## config.mk

```make
export PLATFORM = sky130hd
export DESIGN_NAME = xor_checksum_line_checker_core
export DESIGN_NICKNAME = d
export VERILOG_FILES = /design/src/hw/rtl/xcl_pkg.sv /design/src/hw/rtl/xcl_in_stage.sv /design/src/hw/rtl/xcl_step.sv /design/src/hw/rtl/xcl_out_stage.sv /design/src/hw/rtl/xor_checksum_line_checker_core.sv
export VERILOG_INCLUDE_DIRS = /design/src /design/src/hw/rtl
export SDC_FILE = /design/constraint.sdc
export NUM_CORES = 1
export LEC_CHECK = 0
export BUFFER_PORTS_ARGS = -buffer_cell sky130_fd_sc_hd__buf_2
export CAP_MARGIN = 20
export CORE_MARGIN = 5
export CORE_UTILIZATION = 47
export CTS_CLUSTER_SIZE = 16
export DETAILED_ROUTE_END_ITERATION = 12
export GPL_TIMING_DRIVEN = 1
export PLACE_DENSITY = 0.68
export SYNTH_ARGS = -nofsm -noshare
export SYNTH_HDL_FRONTEND = slang
export SYNTH_SLANG_ARGS = --single-unit
```

## constraint.sdc

```tcl
create_clock -name i_clk -period 8.97 [get_ports i_clk]
set_clock_uncertainty 0.15 [all_clocks]
set_input_delay 1.794 -clock i_clk [delete_from_list [all_inputs] [get_ports i_clk]]
set_output_delay 1.794 -clock i_clk [all_outputs]
set_load 0.005 [all_outputs]
```

## src/hw/rtl/xor_checksum_line_checker_core_assert.svh

```systemverilog
// ----------------------------------------------------------------------------
// xor checksum line checker assertion macros
// concurrent assertion wrappers clocked on i_clk, disabled in reset
// ----------------------------------------------------------------------------
`ifndef XOR_CHECKSUM_LINE_CHECKER_CORE_ASSERT_SVH
`define XOR_CHECKSUM_LINE_CHECKER_CORE_ASSERT_SVH

// same-cycle implication
`define XCL_ASSERT_IMPLY(lbl, ante, cons, msg) \
    lbl: assert property (@(posedge i_clk) disable iff (!i_rst_n) (ante) |-> (cons)) \
        else $error(msg);

// next-cycle implication
`define XCL_ASSERT_NEXT(lbl, ante, cons, msg) \
    lbl: assert property (@(posedge i_clk) disable iff (!i_rst_n) (ante) |=> (cons)) \
        else $error(msg);

`endif

```

## src/hw/rtl/xcl_pkg.sv

```systemverilog
// ----------------------------------------------------------------------------
// xcl_pkg
// types and constants shared by the xor checksum line checker
// ----------------------------------------------------------------------------
package xcl_pkg;

    localparam logic [7:0] FRAME_CHAR_RESET = 8'd36;
    localparam logic [7:0] STAR_CHAR        = 8'd42;
    localparam logic [7:0] PLUS_CHAR        = 8'd43;
    localparam logic [7:0] MINUS_CHAR       = 8'd45;
    localparam logic [7:0] ZERO_CHAR        = 8'd48;
    localparam logic [7:0] NINE_CHAR        = 8'd57;
    localparam logic [7:0] SPACE_CHAR       = 8'd32;
    localparam logic [7:0] TAB_CHAR         = 8'd9;
    localparam logic [7:0] CR_CHAR          = 8'd13;
    localparam logic [8:0] SUM_MAX          = 9'd255;
    localparam logic [8:0] SUM_SATURATED    = 9'd256;

    localparam logic [1:0] ST_CHECKED_OK = 2'd0;
    localparam logic [1:0] ST_NO_SUM     = 2'd1;
    localparam logic [1:0] ST_NO_START   = 2'd2;
    localparam logic [1:0] ST_MISMATCH   = 2'd3;

    typedef enum logic [2:0] {
        PH_HUNT,
        PH_PAY,
        PH_LEAD,
        PH_DIGITS,
        PH_STOP
    } t_phase;

    typedef struct packed {
        logic [7:0] line_byte;
        logic       line_end;
    } t_in_item;

    typedef struct packed {
        logic [1:0] status;
        logic       resend_request;
        logic [7:0] computed_checksum;
        logic [8:0] received_checksum;
    } t_out_item;

    typedef struct packed {
        t_phase     phase;
        logic [7:0] xor_acc;
        logic [8:0] digit_value;
        logic       negative_seen;
        logic       value_overflow;
    } t_line_state;

    localparam t_line_state LINE_STATE_RESET = '{
        phase:          PH_HUNT,
        xor_acc:        8'd0,
        digit_value:    9'd0,
        negative_seen:  1'b0,
        value_overflow: 1'b0
    };

endpackage

```

## src/hw/rtl/xcl_in_stage.sv

```systemverilog
// ----------------------------------------------------------------------------
// xcl_in_stage
// input register holding one byte item until the step logic consumes it
// ----------------------------------------------------------------------------
module xcl_in_stage
    import xcl_pkg::*;
(
    input  logic     i_clk,
    input  logic     i_rst_n,
    input  logic     i_valid,
    output logic     o_ready,
    input  t_in_item i_item,
    input  logic     i_advance,
    output logic     o_valid,
    output t_in_item o_item
);

    logic     r_valid;
    logic     n_valid;
    t_in_item r_item;

    // free slot, or the held item leaves this cycle
    assign o_ready = !r_valid || i_advance;

    always_comb begin
        n_valid = r_valid;
        if (o_ready) begin
            n_valid = i_valid;
        end
    end

    always_ff @(posedge i_clk) begin
        if (!i_rst_n) begin
            r_valid <= 1'b0;
        end else begin
            r_valid <= n_valid;
        end
    end

    always_ff @(posedge i_clk) begin
        if (o_ready && i_valid) begin
            r_item <= i_item;
        end
    end

    assign o_valid = r_valid;
    assign o_item  = r_item;

endmodule

```

## src/hw/rtl/xcl_step.sv

```systemverilog
// ----------------------------------------------------------------------------
// xcl_step
// per-byte line state update and end-of-line verdict
// ----------------------------------------------------------------------------
module xcl_step
    import xcl_pkg::*;
(
    input  t_line_state i_state,
    input  logic [7:0]  i_byte,
    input  logic        i_last,
    input  logic [7:0]  i_frame_char,
    output t_line_state o_state_next,
    output t_out_item   o_result
);

    t_line_state w_upd;
    logic        w_is_digit;
    logic        w_is_space;
    logic [11:0] w_times_ten;
    logic [11:0] w_digit_sum;
    logic [8:0]  w_received;
    logic [1:0]  w_status;
    logic [7:0]  w_computed;

    assign w_is_digit  = i_byte inside {[ZERO_CHAR:NINE_CHAR]};
    assign w_is_space  = i_byte inside {SPACE_CHAR, [TAB_CHAR:CR_CHAR]};
    // value * 10 as two shifted adds
    assign w_times_ten = ({3'd0, i_state.digit_value} << 3) + ({3'd0, i_state.digit_value} << 1);
    assign w_digit_sum = w_times_ten + {8'd0, i_byte[3:0]};

    always_comb begin
        w_upd = i_state;
        case (i_state.phase)
            PH_HUNT: begin
                if (i_byte == i_frame_char) begin
                    w_upd.phase = PH_PAY;
                end
            end
            PH_PAY: begin
                if (i_byte == STAR_CHAR) begin
                    w_upd.phase = PH_LEAD;
                end else begin
                    w_upd.xor_acc = i_state.xor_acc ^ i_byte;
                end
            end
            PH_LEAD, PH_DIGITS: begin
                if (w_is_digit) begin
                    w_upd.phase = PH_DIGITS;
                    if (!i_state.value_overflow) begin
                        if (w_digit_sum > {3'd0, SUM_MAX}) begin
                            w_upd.value_overflow = 1'b1;
                            w_upd.digit_value    = SUM_SATURATED;
                        end else begin
                            w_upd.digit_value = w_digit_sum[8:0];
                        end
                    end
                end else if (i_state.phase == PH_DIGITS) begin
                    w_upd.phase = PH_STOP;
                end else if (w_is_space) begin
                    w_upd.phase = PH_LEAD;
                end else if (i_byte == PLUS_CHAR) begin
                    w_upd.phase = PH_DIGITS;
                end else if (i_byte == MINUS_CHAR) begin
                    w_upd.phase         = PH_DIGITS;
                    w_upd.negative_seen = 1'b1;
                end else begin
                    w_upd.phase = PH_STOP;
                end
            end
            default: begin
                w_upd = i_state;
            end
        endcase
    end

    // negative nonzero or overflowed value reads as saturated
    assign w_received = (w_upd.value_overflow ||
                         (w_upd.negative_seen && (w_upd.digit_value != 9'd0))) ?
                        SUM_SATURATED : w_upd.digit_value;

    always_comb begin
        w_computed = w_upd.xor_acc;
        case (w_upd.phase)
            PH_HUNT: begin
                w_status   = ST_NO_START;
                w_computed = 8'd0;
            end
            PH_PAY: begin
                w_status = ST_NO_SUM;
            end
            default: begin
                w_status = (w_received == {1'b0, w_upd.xor_acc}) ? ST_CHECKED_OK : ST_MISMATCH;
            end
        endcase
    end

    always_comb begin
        o_result.status            = w_status;
        o_result.resend_request    = (w_status == ST_NO_START) || (w_status == ST_MISMATCH);
        o_result.computed_checksum = w_computed;
        o_result.received_checksum = ((w_status == ST_NO_START) || (w_status == ST_NO_SUM)) ?
                                     9'd0 : w_received;
    end

    assign o_state_next = i_last ? LINE_STATE_RESET : w_upd;

endmodule

```

## src/hw/rtl/xcl_out_stage.sv

```systemverilog
// ----------------------------------------------------------------------------
// xcl_out_stage
// result register presenting one verdict item to the consumer
// ----------------------------------------------------------------------------
module xcl_out_stage
    import xcl_pkg::*;
(
    input  logic      i_clk,
    input  logic      i_rst_n,
    input  logic      i_load,
    input  t_out_item i_item,
    output logic      o_can_load,
    output logic      o_valid,
    input  logic      i_ready,
    output t_out_item o_item
);

    logic      r_valid;
    logic      n_valid;
    t_out_item r_item;

    assign o_can_load = !r_valid || i_ready;

    always_comb begin
        n_valid = r_valid;
        if (o_can_load) begin
            n_valid = i_load;
        end
    end

    always_ff @(posedge i_clk) begin
        if (!i_rst_n) begin
            r_valid <= 1'b0;
        end else begin
            r_valid <= n_valid;
        end
    end

    always_ff @(posedge i_clk) begin
        if (o_can_load && i_load) begin
            r_item <= i_item;
        end
    end

    assign o_valid = r_valid;
    assign o_item  = r_item;

endmodule

```

## src/hw/rtl/xor_checksum_line_checker_core.sv

```systemverilog
// an accepted item waits in the input register and is processed from there; a line's
// verdict is loaded into the result register as its last byte leaves the input register
// throughput: one byte item per cycle, set by the state update loop, except that
// a line-end byte waits in the input register while the verdict register is stalled
// reset: synchronous active low; clears line state, stage valid bits, start char to '$'
// ----------------------------------------------------------------------------
// xor_checksum_line_checker_core
// byte-serial line checker: xor of payload after the start char, decimal
// checksum after '*', one verdict item per line
// ----------------------------------------------------------------------------
`include "xor_checksum_line_checker_core_assert.svh"

module xor_checksum_line_checker_core
    import xcl_pkg::*;
(
    input  logic       i_clk,
    input  logic       i_rst_n,
    // byte input channel
    input  logic       i_in_valid,
    output logic       o_in_ready,
    input  t_in_item   i_in_item,
    // verdict output channel
    output logic       o_out_valid,
    input  logic       i_out_ready,
    output t_out_item  o_out_item,
    // start char register
    input  logic       i_cfg_we,
    input  logic [7:0] i_cfg_wdata
);

    // start char register
    logic [7:0]  r_frame_char;
    logic [7:0]  n_frame_char;

    // running line state, advanced once per consumed byte
    t_line_state r_state;
    t_line_state n_state;
    t_line_state w_step_state;

    // input register outputs
    logic        w_in_valid;
    t_in_item    w_in_item;

    // step logic verdict and output stage handshake
    t_out_item   w_result;
    logic        w_out_can_load;
    logic        w_advance;

    // a byte leaves the input register unless it ends a line and the
    // result register is still full and stalled
    assign w_advance = w_in_valid && (!w_in_item.line_end || w_out_can_load);

    xcl_in_stage u_in_stage (
        .i_clk    (i_clk),
        .i_rst_n  (i_rst_n),
        .i_valid  (i_in_valid),
        .o_ready  (o_in_ready),
        .i_item   (i_in_item),
        .i_advance(w_advance),
        .o_valid  (w_in_valid),
        .o_item   (w_in_item)
    );

    xcl_step u_step (
        .i_state     (r_state),
        .i_byte      (w_in_item.line_byte),
        .i_last      (w_in_item.line_end),
        .i_frame_char(r_frame_char),
        .o_state_next(w_step_state),
        .o_result    (w_result)
    );

    xcl_out_stage u_out_stage (
        .i_clk     (i_clk),
        .i_rst_n   (i_rst_n),
        .i_load    (w_advance && w_in_item.line_end),
        .i_item    (w_result),
        .o_can_load(w_out_can_load),
        .o_valid   (o_out_valid),
        .i_ready   (i_out_ready),
        .o_item    (o_out_item)
    );

    always_comb begin
        n_state      = r_state;
        n_frame_char = r_frame_char;
        if (w_advance) begin
            n_state = w_step_state;
        end
        if (i_cfg_we) begin
            n_frame_char = i_cfg_wdata;
        end
    end

    always_ff @(posedge i_clk) begin
        if (!i_rst_n) begin
            r_state      <= LINE_STATE_RESET;
            r_frame_char <= FRAME_CHAR_RESET;
        end else begin
            r_state      <= n_state;
            r_frame_char <= n_frame_char;
        end
    end

    // ---- assertions ----

    // resend flag follows the verdict code
    `XCL_ASSERT_IMPLY(a_resend_matches_status, o_out_valid,
        o_out_item.resend_request == ((o_out_item.status == ST_NO_START) ||
                                      (o_out_item.status == ST_MISMATCH)),
        "resend flag disagrees with status")

    // a line without a start char carries zero checksums
    `XCL_ASSERT_IMPLY(a_no_start_zero, o_out_valid && (o_out_item.status == ST_NO_START),
        (o_out_item.computed_checksum == 8'd0) && (o_out_item.received_checksum == 9'd0),
        "no-start verdict with nonzero checksum fields")

    // while hunting, nothing has been accumulated or parsed
    `XCL_ASSERT_IMPLY(a_hunt_state_clear, r_state.phase == PH_HUNT,
        (r_state.xor_acc == 8'd0) && (r_state.digit_value == 9'd0) &&
        !r_state.negative_seen && !r_state.value_overflow,
        "line state not clear while hunting")

    // a consumed line-end byte always returns the parser to hunting
    `XCL_ASSERT_NEXT(a_line_end_resets, w_advance && w_in_item.line_end,
        r_state.phase == PH_HUNT,
        "parser did not return to hunting after line end")

endmodule

```

After elaboration in Yosys (flattened, before gate mapping)
Index checks and enable logic that the tools add are counted.
Word-level totals
  flip-flop bits (word level): 61
  input bits: 22
  output and inout port bits: 22
  logic and storage cells: 82
Cells by class
  $add $sub $neg: 2
  $lt $le $gt $ge: 5
  equal/unequal tests: 13
  mux-type cells: 26
  bitwise operators: 1
  reductions and logical operators: 21
Operator list (number)
  9-bit two-way mux: 4
  8-bit by 6-bit equality test with 1-bit output, second input constant: 4
  22-bit two-way mux: 1
  3-bit two-way mux: 7
  8-bit two-way mux: 2
  12-bit by 10-bit adder with 12-bit output: 1
  12-bit by 4-bit adder with 12-bit output: 1
  12-bit by 8-bit greater-than comparator with 1-bit output, second input constant: 1
  11-bit two-way mux: 1
  9-bit by 8-bit equality test with 1-bit output: 1
  3-bit case mux with 3 select lines: 1
  9-bit nonzero test: 1
  8-bit equality test: 1
  8-bit by 4-bit >= comparator with 1-bit output, second input constant: 1
  8-bit by 6-bit >= comparator with 1-bit output, second input constant: 1
  8-bit by 4-bit less-or-equal comparator with 1-bit output, second input constant: 1
  8-bit by 6-bit less-or-equal comparator with 1-bit output, second input constant: 1
  1-bit two-way mux: 8
  8-bit bitwise XOR: 1
  1-bit logical AND: 7
  3-bit by 1-bit equality test with 1-bit output, second input constant: 2
  3-bit by 2-bit equality test with 1-bit output, second input constant: 2
  3-bit zero test: 2
  1-bit logical OR: 6
  7 further kinds: 10

Longest topological paths before layout
Gate-level depths: netlist (run 1).
  depth after elaboration: 16
  mapped depth: 15
  depth with buffers taken out: 13

Modules after synthesis
Synthesis (run 1) repeated with hierarchy kept, for this count alone.
Second synthesis, totals
  cells, all modules: 451
  area total of the unflattened synthesis: 4037.6 µm²
By module, submodules not included
  xcl_step: times used 1, cells an instance 288, area an instance 1846.8 µm², sequential area each 0.0 µm²
  xor_checksum_line_checker_core: times used 1, cells an instance 124, area an instance 1204.9 µm², sequential area each 600.6 µm²
  xcl_out_stage: times used 1, cells an instance 25, area an instance 658.1 µm², sequential area each 620.6 µm²
  xcl_in_stage: times used 1, cells an instance 14, area an instance 327.8 µm², sequential area each 290.3 µm²

Worst setup path after synthesis (run 1)
Ideal clock, no wire load.
  path kind: register to register
  start: register u_in_stage.r_item, in the netlist u_in_stage.o_item[4]
  end: register u_out_stage.r_item, in the netlist u_out_stage.o_item[18] (data pin)
  arrival: 3766 ps
  required time: 8552 ps
  slack: 4786 ps
  stages on the path, launching flop included: 16
  path buffers: 2
  clock period less this slack: 4184 ps
  path through: edfxtp_1 > clkbuf_1 > inv_1 > fa_1 > inv_1 > ha_1 > a211oi_2 > o21ai_1 > a41oi_2 > xor2_2 > nand3_4 > a211o_1 > or3_1 > buf_6 > nor4_2 > a21oi_1
RTL lines
  start: declaration: line xcl_in_stage.sv:20  | t_in_item r_item;
  start signal: assignment: line xcl_in_stage.sv:42  | r_item <= i_item;
  end signal: assignment: line xcl_out_stage.sv:41  | r_item <= i_item;
  end: declaration: line xcl_out_stage.sv:20  | t_out_item r_item;

==> results of run 1 <==
==> worst max-delay path by stage <==
stage	startpoint	endpoint	slack, ps	cells after the start
3_5_place_dp	u_in_stage.o_item[4]	u_out_stage.o_item[19]	4480	13
5_1_grt	u_in_stage.o_item[3]	u_out_stage.o_item[18]	4190	13
2_1_floorplan	u_in_stage.o_item[4]	u_out_stage.o_item[18]	4790	15
4_1_cts	u_in_stage.o_item[4]	u_out_stage.o_item[19]	4460	13
3_3_place_gp	u_in_stage.o_item[4]	u_out_stage.o_item[18]	4590	13
6_report	u_in_stage.o_item[4]	u_out_stage.o_item[18]	4420	13
==> final cells by class <==
cell class	count	area, um2	area share
sequential	60	1480	0.351
inverter	14	52.6	0.0125
clock inverter	7	52.6	0.0125
timing repair buffer	43	215	0.0511
multi-input combinational	313	2160	0.513
clock buffer	9	124	0.0294
tap	102	128	0.0303
==> kinds of logic (layout without fill, tap and decap cells) <==
kind of cell               count (synthesis)  in the layout  share of synthesized area
adders and majority gates                 19             19                     0.0668
and+or+nand+nor                          164            164                      0.241
muxes                                     11             11                     0.0291
DFF                                       60             60                      0.392
xor gates and xnor gates                  26             26                     0.0622
AOI/OAI and AO/OA                         93             93                      0.172
buffers and inverters                     33             73                     0.0367
==> power groups by stage <==
stage / sequential (mW) / clock [mW] / combinational, mW
6_report: 0.302 / 0.216 / 0.0451
3_3_place_gp: 0.308 / 0 / 0.0448
2_1_floorplan: 0.303 / 0 / 0.0342
4_1_cts: 0.302 / 0.221 / 0.0454
3_5_place_dp: 0.308 / 0 / 0.0452
5_1_grt: 0.303 / 0.237 / 0.0503
==> cells in the mapped netlist (2+ instances only) <==
library cell	number	area (um2)
buf_2	3	15.0
nand4b_1	2	17.5
inv_1	14	52.6
dfxtp_1	32	641
o21ai_0	14	70.1
fa_1	2	40.0
nor3b_1	4	30.0
o211ai_1	6	45.0
nor2_1	30	113
a22oi_1	9	67.6
or3_1	3	18.8
nand4_1	6	37.5
and2_1	11	68.8
o22ai_1	2	12.5
nand2_1	37	139
o21bai_1	3	22.5
a41oi_1	2	17.5
o31ai_1	2	15.0
nand3b_1	2	15.0
a31oi_1	3	18.8
and3_1	7	43.8
xor2_1	15	131
nor4_1	5	31.3
a21o_1	3	22.5
ha_1	17	213
o2111ai_1	2	17.5
nor4bb_1	2	20.0
a21boi_0	3	22.5
nor3_1	9	45.0
mux2i_1	11	110
nor2b_1	25	156
o21ai_1	3	15.0
clkbuf_1	14	52.6
or4_1	4	30.0
a21oi_1	22	110
edfxtp_1	28	841
nand3_1	6	30.0
a32oi_1	2	17.5
xnor2_1	10	87.6
==> layer usage <==
metal / global-route usage / part of all wire / vias up
met3: 0.0484 / 0.067 / 17
met4: 0.0630 / 0.020 / 0
met2: 0.304 / 0.46 / 116
met5: 0 / 0 / -
li1: - / - / 1557
met1: 0.258 / 0.46 / 1494
==> state kept, by name, summed over array words and instances, names as in the netlist <==
name / flops
r_state: 22
u_out_stage.o_item: 19
u_out_stage.o_valid: 1
u_in_stage.o_valid: 1
u_in_stage.o_item: 9
r_frame_char: 8
==> worst max-delay path: stages (launching register included) <==
cell and delay [ps]:
edfxtp_1 500, inv_1 140, fa_1 550, inv_1 60, ha_1 310, a211oi_2 240
o21ai_1 170, a41oi_2 270, xor2_2 420, nand3_4 170, a211o_1 370, or3_1 500
nor4_2 350, a21oi_1 110
==> placed cells by master, fill, tap and decap left out, drive strengths merged, types with 3 or more instances in the layout <==
cell and instances:
a22oi 9, xnor2 10, xor2 16, or4 4, o21ai 17, a21oi 22
nor2b 25, o21bai 3, edfxtp 28, or3 3, mux2i 11, a21boi 3
dfxtp 32, a41oi 3, nor3 9, clkinv 5, and3 7, clkbuf 9
a21o 3, buf 43, ha 17, nor4 7, nand2 38, a31oi 3
nor3b 4, o211ai 6, nand3 7, nand4 6, inv 15, nor2 30
and2 11
==> impl_metrics.yaml, run 1 <==
status:
  status: "complete, no violations"
power_and_ir_drop:
  seq_power_share: 0.536
  comb_power_share: 0.080
  switching_share: 0.265
  pwr-share-clk: 0.384
  internal_power_mw: 0.414
  leakage_nw: 1.71
  pwr_density_cell_nw_per_um2: 134
  total_power_mw: 0.564
  ir_worst_vdd_mv: 0.135
  power_switching_mw: 0.149
timing:
  tightest_slew_ps: 1010
  fin_crit_sh: 0.507
  max_freq_mhz: 220
  slew_headroom: 0.323
  fin_ws_ps: 4420
  holdWs_ps: 350
  rsz0062_at_grt: "no"
  fin_setup_tns_ps: 0
  hold_viol: 0
  slew_violations: 0
  min_period_ps: 4550
  final-setup-viol-count: 0
cts:
  clock_latency_ps: 350
  cts.repair.resized: 0
  cts_tree: "built"
  hold_buffers: 0
  max-clock-path-buffers: 2
  cts_root_buffer: "clkbuf_8"
  cts_sinks: 60
  post_cts_buffers: 0
  cts_inserted_buffers: 9
  clk_pin_slew_ps: 70
  htree_num_levels: 3
cells_and_area:
  fin_area_um2: 4220
  areaGrowthSynthToFinish_pct: 11.4
  fin_cells: 548
  nNetsFinal: 482
  post-route-util: 0.543
  drive_gt1_frac: 0.157
  n_antenna_cell: 0
  fill_cells: 729
floorplan:
  rows: 32
  die_h_um: 99.7
  fp.coreArea_um2: 7770
  die_x_um: 99.7
  initial_core_util: 0.487
  dieArea_um2: 9940
  ios: 44
synth:
  mappedNetlistArea_um2: 3780
  synthFlopType: "dfxtp_1"
  async_reset_ff_frac: 0
  seq_area_frac_synth: 0.392
  synth_nets: 447
  synth-seq-cells: 60
  yosys_warnings: 0
  syn-instance-count: 406
  synth_edf_count: 28
  avgSynthCellArea_um2: 9.32
  synthDistinctLibCells: 70
placement:
  dpl.hpwl_um: 6960
  gp_congestion: 0.915
  port-buffer-count: 43
  dp_cells: 532
  place_area_um2: 4040
  pre_cts_ws_ps: 4480
detailed_routing:
  via_count: 3184
  drtIter0Drc: 229
  ant_nets: 0
  wire_per_inst_um: 17.0
  viasPerCell: 5.81
  totalWireLength_um: 9300
  drc: 0
  drt-pass1-iter-count: 5
critical_path:
  worstRegToRegCells: 13
  cp_max_fo: 10
  r2r_slack_ps: 4420
  crit_path_end_kind: "register"
  timing.rr.start: "u_in_stage.o_item[4]"
  start_kind: "register"
  worstPathArrival_ps: 4490
  crit_type: "register to register"
  r2r_end: "u_out_stage.o_item[18]"
  worstPathRequired_ps: 8910
flow_run:
  maxCapViolCount: 0
hold_path:
  min_to: "r_frame_char[5]"
  holdCritPathClass: "register to register"
  hold_start: "r_frame_char[5]"
  hold-path-cell-count: 2
global_routing:
  grtUsageTotal: 0.193
  overflow: 0
  grt_pass1_wl_um: 15100
  antenna_found_initial: 0
  grt_pass1_vias: 3036
  grt_max_degree: 31
Note: power is estimated with default switching activity, not from simulation.
==> inputs of run 2 (changes only) <==
--- a/config.mk
+++ b/config.mk
@@ -13,7 +13,7 @@
 export CTS_CLUSTER_SIZE = 16
 export DETAILED_ROUTE_END_ITERATION = 12
 export GPL_TIMING_DRIVEN = 1
-export PLACE_DENSITY = 0.68
+export PLACE_DENSITY = 0.71
 export SYNTH_ARGS = -nofsm -noshare
 export SYNTH_HDL_FRONTEND = slang
 export SYNTH_SLANG_ARGS = --single-unit
==> constraint.sdc (replaced) <==
create_clock -name i_clk -period 4.08 [get_ports i_clk]
set_clock_uncertainty 0.15 [all_clocks]
set_input_delay 0.816 -clock i_clk [delete_from_list [all_inputs] [get_ports i_clk]]
set_output_delay 0.816 -clock i_clk [all_outputs]
set_load 0.005 [all_outputs]
==> impl_metrics.yaml, run 2 (same netlist as run 1, synthesis figures left out) <==
timing:
  final-setup-viol-count: 0
  min_period_ps: 4020
  fin_setup_tns_ps: 0
  fin_crit_sh: 0.985
  max_freq_mhz: 249
  tightest_slew_ps: 1010
  rsz0062_at_grt: "yes"
  holdWs_ps: 339
  slew_violations: 0
  slew_headroom: 0.326
  hold_viol: 0
  fin_ws_ps: 62.1
cells_and_area:
  final_common_cell: "buf_2"
  nNetsFinal: 509
  layout_common_cells: "buf_2 (43), nand2_1 (37), dfxtp_1 (30), nor2_1 (29), edfxtp_1 (28)"
  fin_cells: 575
  drive_gt1_frac: 0.241
  fin_area_um2: 4580
  areaGrowthSynthToFinish_pct: 21.2
  top_register: "r_state"
  n_antenna_cell: 0
  largest_reg_flops: 22
  post-route-util: 0.590
cts:
  htree_num_levels: 3
  clock_latency_ps: 350
  cts_tree: "built"
  cts_inserted_buffers: 9
  cts_root_buffer: "clkbuf_8"
  cts_sinks: 60
  max-clock-path-buffers: 2
  clk_pin_slew_ps: 70
detailed_routing:
  wire_per_inst_um: 17.3
  via_count: 3396
  drc: 0
  drtIter0Drc: 378
  drt-pass1-iter-count: 6
  totalWireLength_um: 9930
  ant_nets: 0
  viasPerCell: 5.91
floorplan:
  rows: 32
  fp.coreArea_um2: 7770
  die_x_um: 99.7
  dieArea_um2: 9940
  initial_core_util: 0.487
  die_h_um: 99.7
  ios: 44
global_routing:
  overflow: 0
  grtUsageTotal: 0.199
  antenna_found_initial: 0
  grt_max_degree: 31
  grt_pass1_vias: 3211
  grt_pass1_wl_um: 15900
power_and_ir_drop:
  total_power_mw: 1.44
  internal_power_mw: 1.10
  leakage_nw: 1.87
  power_switching_mw: 0.333
  pwr-share-clk: 0.462
  ir_worst_vdd_mv: 0.368
  comb_power_share: 0.080
  pwr_density_cell_nw_per_um2: 313
  switching_share: 0.232
  seq_power_share: 0.459
placement:
  dp_cells: 548
  dpl.hpwl_um: 7290
  place_area_um2: 4160
  port-buffer-count: 43
  pre_cts_ws_ps: 0.391
  gp_congestion: 0.959
critical_path:
  worstPathArrival_ps: 3960
  cpPeakStageDelay_ps: 520
  crit_path_end_kind: "register"
  cp_max_fo: 6
  start_kind: "register"
  slowest_stage: "fa_1"
  crit_family: "simple AND/OR/NAND/NOR gates"
  path_cells: "inv_1, fa_1, fa_2, nor2b_2, o211ai_1, mux2i_2, nor4_4, nand3_4, o31a_1, or4_4, a32oi_2, a21oi_1"
  crit_buf_inv: 1
  crit_type: "register to register"
  worstPathRequired_ps: 4020
hold_path:
  holdCritPathClass: "register to register"
flow_run:
  maxCapViolCount: 0
status:
  status: "complete, no violations"
## run 2: cell types whose count changed in the layout (fill, tap and decap cells not counted), sizes merged
cell / previous run / this run
bufinv: 0 / 3
clkinv: 5 / 2
buf: 43 / 70
## run 2: final cells by class
class	count	area, um2
Clock buffer	9	124
Sequential cell	60	1490
Inverter	14	52.6
Clock inverter	7	124
Tap cell	102	128
Multi-Input combinational cell	313	2250
Timing Repair Buffer	70	422
Fill cell	705	3180
## run 2: repair_timing
action / in CTS / in global routing
endpoints found under the hold margin: 0 / 0
buffers inserted: 1 / 10
endpoints found under the setup margin: 2 / 2
pin swaps: 5 / 18
resized for setup: 3 / 18
hold buffers: 0 / 0
## run 2: worst register-to-register path: cells and delay by family (launching register included)
kind	cells	cell delay, ps
simple gates	4	1190
flops	1	370
compound gates	4	870
buf+inv	1	60
mux	1	210
fa+ha+maj	2	900
## run 2: power by group through the flow
| stage | registers [mW] | clock network [mW] | logic [mW] |
|---|---|---|---|
| floorplan | 0.667 | 0 | 0.0754 |
| global placement | 0.672 | 0 | 0.107 |
| detailed placement | 0.672 | 0 | 0.109 |
| CTS | 0.658 | 0.676 | 0.110 |
| global route | 0.660 | 0.707 | 0.125 |
| finish | 0.658 | 0.663 | 0.114 |
## run 2: path summary, 6_finish.rpt
path,startpoint,end,slack (ps),cells after the start
setup / recovery,r_state[4],u_out_stage.o_item[18],60,12
setup reg to reg,r_state[4],u_out_stage.o_item[18],60,12
hold / removal,r_state[2],r_state[2],340,2
hold reg to reg,r_state[2],r_state[2],340,2
## run 2: layer usage
| metal | up-vias | GRT usage | part of all wire |
|---|---|---|---|
| met1 | 1556 | 0.266 | 0.43 |
| li1 | 1620 | - | - |
| met3 | 33 | 0.0540 | 0.090 |
| met5 | - | 0 | 0 |
| met2 | 187 | 0.311 | 0.44 |
| met4 | 0 | 0.0693 | 0.032 |
